$ cat config.mk
export PLATFORM = sky130hd
export DESIGN_NAME = tociir_coef_regs_flat
export DESIGN_NICKNAME = d
export VERILOG_FILES = /design/src/hw/rtl/tociir_pkg.sv /design/src/hw/rtl/tociir_if.sv /design/src/hw/rtl/tociir_coef_regs.sv /design/src/flat_wrapper.sv
export SDC_FILE = /design/constraint.sdc
export NUM_CORES = 1
export LEC_CHECK = 0
export ABC_AREA = 1
export BUFFER_PORTS_ARGS = -buffer_cell sky130_fd_sc_hd__buf_4
export CAP_MARGIN = 20
export CORE_MARGIN = 3
export CORE_UTILIZATION = 28
export CTS_CLUSTER_DIAMETER = 120
export DETAILED_ROUTE_END_ITERATION = 16
export GPL_ROUTABILITY_DRIVEN = 0
export PLACE_DENSITY_LB_ADDON = 0.1
export SLEW_MARGIN = 10
export SYNTH_ARGS = -nofsm -noshare
export SYNTH_HDL_FRONTEND = slang
export SYNTH_SLANG_ARGS = --single-unit
export TNS_END_PERCENT = 10
$ cat constraint.sdc
create_clock -name clk -period 2.3 [get_ports clk]
set_clock_uncertainty 0.15 [all_clocks]
set_input_delay 0.115 -clock clk [delete_from_list [all_inputs] [get_ports clk]]
set_output_delay 0.115 -clock clk [all_outputs]
set_load 0.02 [all_outputs]
$ cat src/hw/rtl/tociir_pkg.sv
// package for the third-order channel-inverse iir filter
// holds widths, register indexes, reset coefficients and shared types
// no dependencies
package tociir_pkg;

  localparam int SAMPLE_W = 16;
  localparam int COEF_W   = 16;
  localparam int FRAC_W   = 12;
  localparam int PROD_W   = SAMPLE_W + COEF_W;
  localparam int ACC_W    = PROD_W + 3;
  localparam int SHIFT_W  = ACC_W - FRAC_W;
  localparam int CFG_IDX_W = 3;

  localparam logic [CFG_IDX_W-1:0] REG_B0 = 3'd0;
  localparam logic [CFG_IDX_W-1:0] REG_B1 = 3'd1;
  localparam logic [CFG_IDX_W-1:0] REG_A1 = 3'd2;
  localparam logic [CFG_IDX_W-1:0] REG_A2 = 3'd3;
  localparam logic [CFG_IDX_W-1:0] REG_A3 = 3'd4;

  localparam logic signed [COEF_W-1:0] B0_RESET = -16'sd2048;
  localparam logic signed [COEF_W-1:0] B1_RESET = 16'sd4096;
  localparam logic signed [COEF_W-1:0] A1_RESET = 16'sd11605;
  localparam logic signed [COEF_W-1:0] A2_RESET = -16'sd7509;
  localparam logic signed [COEF_W-1:0] A3_RESET = 16'sd1365;

  localparam logic signed [ACC_W-1:0]    ROUND_HALF = 35'sd2048;
  localparam logic signed [SHIFT_W-1:0]  SAT_MAX    = 23'sd32767;
  localparam logic signed [SHIFT_W-1:0]  SAT_MIN    = -23'sd32768;

  typedef struct packed {
    logic signed [COEF_W-1:0] b0;
    logic signed [COEF_W-1:0] b1;
    logic signed [COEF_W-1:0] a1;
    logic signed [COEF_W-1:0] a2;
    logic signed [COEF_W-1:0] a3;
  } coef_set_t;

  typedef struct packed {
    logic signed [SAMPLE_W-1:0] x;
    logic signed [SAMPLE_W-1:0] x1;
    logic signed [SAMPLE_W-1:0] y1;
    logic signed [SAMPLE_W-1:0] y2;
    logic signed [SAMPLE_W-1:0] y3;
  } tap_set_t;

  typedef struct packed {
    logic signed [SAMPLE_W-1:0] y;
    logic                       clip;
  } mac_res_t;

endpackage

$ cat src/hw/rtl/tociir_if.sv


interface tociir_cfg_if;
  logic                                   valid;
  logic                                   ready;
  logic [tociir_pkg::CFG_IDX_W-1:0]       index;
  logic [tociir_pkg::COEF_W-1:0]          data;
  modport source (output valid, index, data, input ready);
  modport sink   (input valid, index, data, output ready);
endinterface

$ cat src/hw/rtl/tociir_coef_regs.sv
// coefficient register file, written through the configuration channel
// depends on tociir_pkg and tociir_if
module tociir_coef_regs (
  input  logic                  clk,
  input  logic                  rst,
  tociir_cfg_if.sink            cfg,
  output tociir_pkg::coef_set_t coefs
);

  tociir_pkg::coef_set_t regs;

  assign cfg.ready = 1'b1;
  assign coefs     = regs;

  always_ff @(posedge clk) begin
    if (rst) begin
      regs.b0 <= tociir_pkg::B0_RESET;
      regs.b1 <= tociir_pkg::B1_RESET;
      regs.a1 <= tociir_pkg::A1_RESET;
      regs.a2 <= tociir_pkg::A2_RESET;
      regs.a3 <= tociir_pkg::A3_RESET;
    end else if (cfg.valid) begin
      case (cfg.index)
        tociir_pkg::REG_B0: regs.b0 <= cfg.data;
        tociir_pkg::REG_B1: regs.b1 <= cfg.data;
        tociir_pkg::REG_A1: regs.a1 <= cfg.data;
        tociir_pkg::REG_A2: regs.a2 <= cfg.data;
        tociir_pkg::REG_A3: regs.a3 <= cfg.data;
        default: ;
      endcase
    end
  end

endmodule

$ cat src/flat_wrapper.sv
// flat-port wrapper written by rule: the top's interface ports become plain ports
module tociir_coef_regs_flat 
  (clk, rst, coefs, cfg_valid, cfg_index, cfg_data, cfg_ready);
  tociir_cfg_if cfg_i ();
  input  logic clk;
  input  logic rst;
  output tociir_pkg::coef_set_t coefs;
  input wire logic [$bits(cfg_i.valid)-1:0] cfg_valid;
  input wire logic [$bits(cfg_i.index)-1:0] cfg_index;
  input wire logic [$bits(cfg_i.data)-1:0] cfg_data;
  output wire logic [$bits(cfg_i.ready)-1:0] cfg_ready;
  assign cfg_i.valid = cfg_valid;
  assign cfg_i.index = cfg_index;
  assign cfg_i.data = cfg_data;
  assign cfg_ready = cfg_i.ready;
  tociir_coef_regs u_core (.clk(clk), .rst(rst), .cfg(cfg_i), .coefs(coefs));
endmodule
==> impl_metrics.env <==
export IMPL_synth_fp_nets=459
export IMPL_ys_seq_area_share_pct=50.4
export IMPL_cts_root_buffer="clkbuf_16"
export IMPL_wirelength_um=10200
export IMPL_ff_latch_area_mm2=0.00160
export IMPL_fin_crit_sh_pct=51.6
export IMPL_end_kind="register"
export IMPL_required_ns=2.38
export IMPL_nets=571
export IMPL_syn_area_mm2=0.00318
export IMPL_max_stage_delay_ns=0.54
export IMPL_crit_chain="dlygate4sd3_1 > buf_4 > inv_1 > nand3_1 > nand2_1 > nor2_1"
export IMPL_tightest_slew_ns=0.631
export IMPL_dieWidth_um=113
export IMPL_ir_worst_vdd_mv=0.309
export IMPL_grtUsageMet2_pct=24.5
export IMPL_pin_count=103
export IMPL_die_area_mm2=0.0127
export IMPL_antenna_found_initial=0
export IMPL_syn2layout_area_growth_pct=42.3
export IMPL_grt_met1_usage_pct=22.9
export IMPL_clk_path_buf_depth=2
export IMPL_post_cts_resized=0
export IMPL_viasPerCell=4.45
export IMPL_yosys_area_top_type="dfxtp_1"
export IMPL_core_mm2=0.0110
export IMPL_drv_cap=0
export IMPL_startpoint="cfg_data[10]"
export IMPL_fin_crit_ns=1.19
export IMPL_startpoint_type="input pin"
export IMPL_synth_avg_cell_area_um2=7.28
export IMPL_crit_type="input pin to register"
export IMPL_synth_top_area_share_pct=50.4
export IMPL_status="complete, no violations"
export IMPL_final_cell_mix="nand2_1, buf_4, nor2_1"
export IMPL_slowest_stage="dlygate4sd3_1"
export IMPL_cp_arrival_ns=1.26
export IMPL_grt_pass1_vias=2905
export IMPL_grt_pass1_wl_um=16000
export IMPL_ant_nets=0
export IMPL_r2r_start="u_core.coefs[30]"
export IMPL_synth_warnings=0
export IMPL_postCtsSetupBuffers=0
export IMPL_report_final_setup_viol=0
export IMPL_final_area_mm2=0.00452
export IMPL_synth_cells=437
export IMPL_multi_input_area_mm2=0.00134
export IMPL_n_fill_cell=1191
export IMPL_clk_pin_slew_ns=0.06
export IMPL_firstDrtPassIters=4
export IMPL_rows=38
export IMPL_fp_dieH_um=113
export IMPL_cts_tree="yes"
export IMPL_diodes=0
export IMPL_max_freq_mhz=842
export IMPL_power_leakage_nw=2.17
export IMPL_ys_types=17
export IMPL_relSlewSlack_pct=57.9
export IMPL_clk_latency_ns=0.33
export IMPL_crit_fanout=3
export IMPL_r2r_slack_ns=1.55
export IMPL_vias=3081
export IMPL_dpl_cell_area_mm2=0.00402
export IMPL_synth_seq_cells=80
export IMPL_synth_area_leaders="dfxtp_1, nand2_1, nand3_1"
export IMPL_initial_core_util_pct=28.9
export IMPL_hp_class="input pin to register"
export IMPL_drt_initial_drc_count=164
export IMPL_tns_ns=0
export IMPL_drive_above_1_share_pct=24.5
export IMPL_post_drt_wl_per_cell_um=14.8
export IMPL_portBuffers=101
export IMPL_busiest_layer="met2"
export IMPL_powerDensity_mw_per_mm2=783
export IMPL_hold_viol_final=0
export IMPL_largest_register_ffs=80
export IMPL_hold_start="cfg_index[1]"
export IMPL_drc=0
export IMPL_drv_slew=0
export IMPL_grt_use_total_pct=16.4
export IMPL_htreeDepth=3
export IMPL_final_common_cell="nand2_1"
export IMPL_grt_overflow=0
export IMPL_gr_usage_met3_pct=5.07
export IMPL_cts_sinks=80
export IMPL_rsz0062_at_grt="false"
export IMPL_numCtsBuffers=9
export IMPL_hpwl_um=7280
export IMPL_grt_start_max_net_pins=81
==> final cells by class <==
type | count | area share (%)
Multi-Input combinational cell | 312 | 29.7
Timing Repair Buffer | 123 | 21.6
Clock buffer | 11 | 5.59
Clock inverter | 3 | 1.99
Inverter | 23 | 1.91
Tap cell | 140 | 3.87
Sequential cell | 80 | 35.4
==> critical path, delay by kind of cell <==
kind	cells	cell delay, ns
buf+inv	3	0.88
simple gates	3	0.27
==> metal layers <==
metal  routed length [µm]  share of wire, %  up-vias
li1                     -                 -     1579
met1                 4820                47     1385
met2                 4500                44      102
met3                  754               7.4       15
met4                  158               1.5        0
met5                    0                 0        -
==> worst paths after layout <==
check	endpoint	cells after the start
setup / recovery	u_core.coefs[58]	6
hold / removal	u_core.coefs[15]	5
setup reg to reg	u_core.coefs[30]	2
hold reg to reg	u_core.coefs[2]	2
==> kinds of logic (layout without fill, tap and decap cells) <==
group | Yosys count | in the layout | share of synthesized area, %
buffers and inverters | 45 | 160 | 7.44
AND/OR/NAND/NOR | 311 | 311 | 42.1
flip-flops | 80 | 80 | 50.4
other | 1 | 1 | 0.118
==> through the flow <==
stage	std cells	total power, mW	setup WS, ns	hold WS, ns	utilization, %
final	692	3.54	1.11	0.0836	41.2
after global routing	692	3.69	1.04	0.122	41.2
after CTS	692	3.58	1.10	0.0822	41.2
after detailed placement	662	1.90	0.803	0.191	36.6
after global placement	662	1.89	0.824	0.187	36.6
after floorplan	437	1.73	1.33	0.0782	-
==> power breakdown <==
part	internal [mW]	switching [mW]	leakage, nW	total (mW)
logic	0.163	0.254	1.35	0.418
clock network	1.11	0.549	0.168	1.66
registers	1.44	0.0295	0.651	1.47
total	2.71	0.833	2.17	3.54
==> synth_stat cells (all sizes together) <==
| cell type | instances |
|---|---|
| nand2 | 120 |
| nor2 | 111 |
| dfxtp | 80 |
| nand3 | 80 |
| inv | 22 |
| buf | 19 |
| clkbuf | 3 |
| clkinv | 1 |
| conb | 1 |
==> repair_timing <==
item | CTS | global route
endpoints found under the setup margin | 0 | 0
hold buffers | 16 | 0
endpoints found under the hold margin | 29 | 0
(Power assumes the default switching activity.)
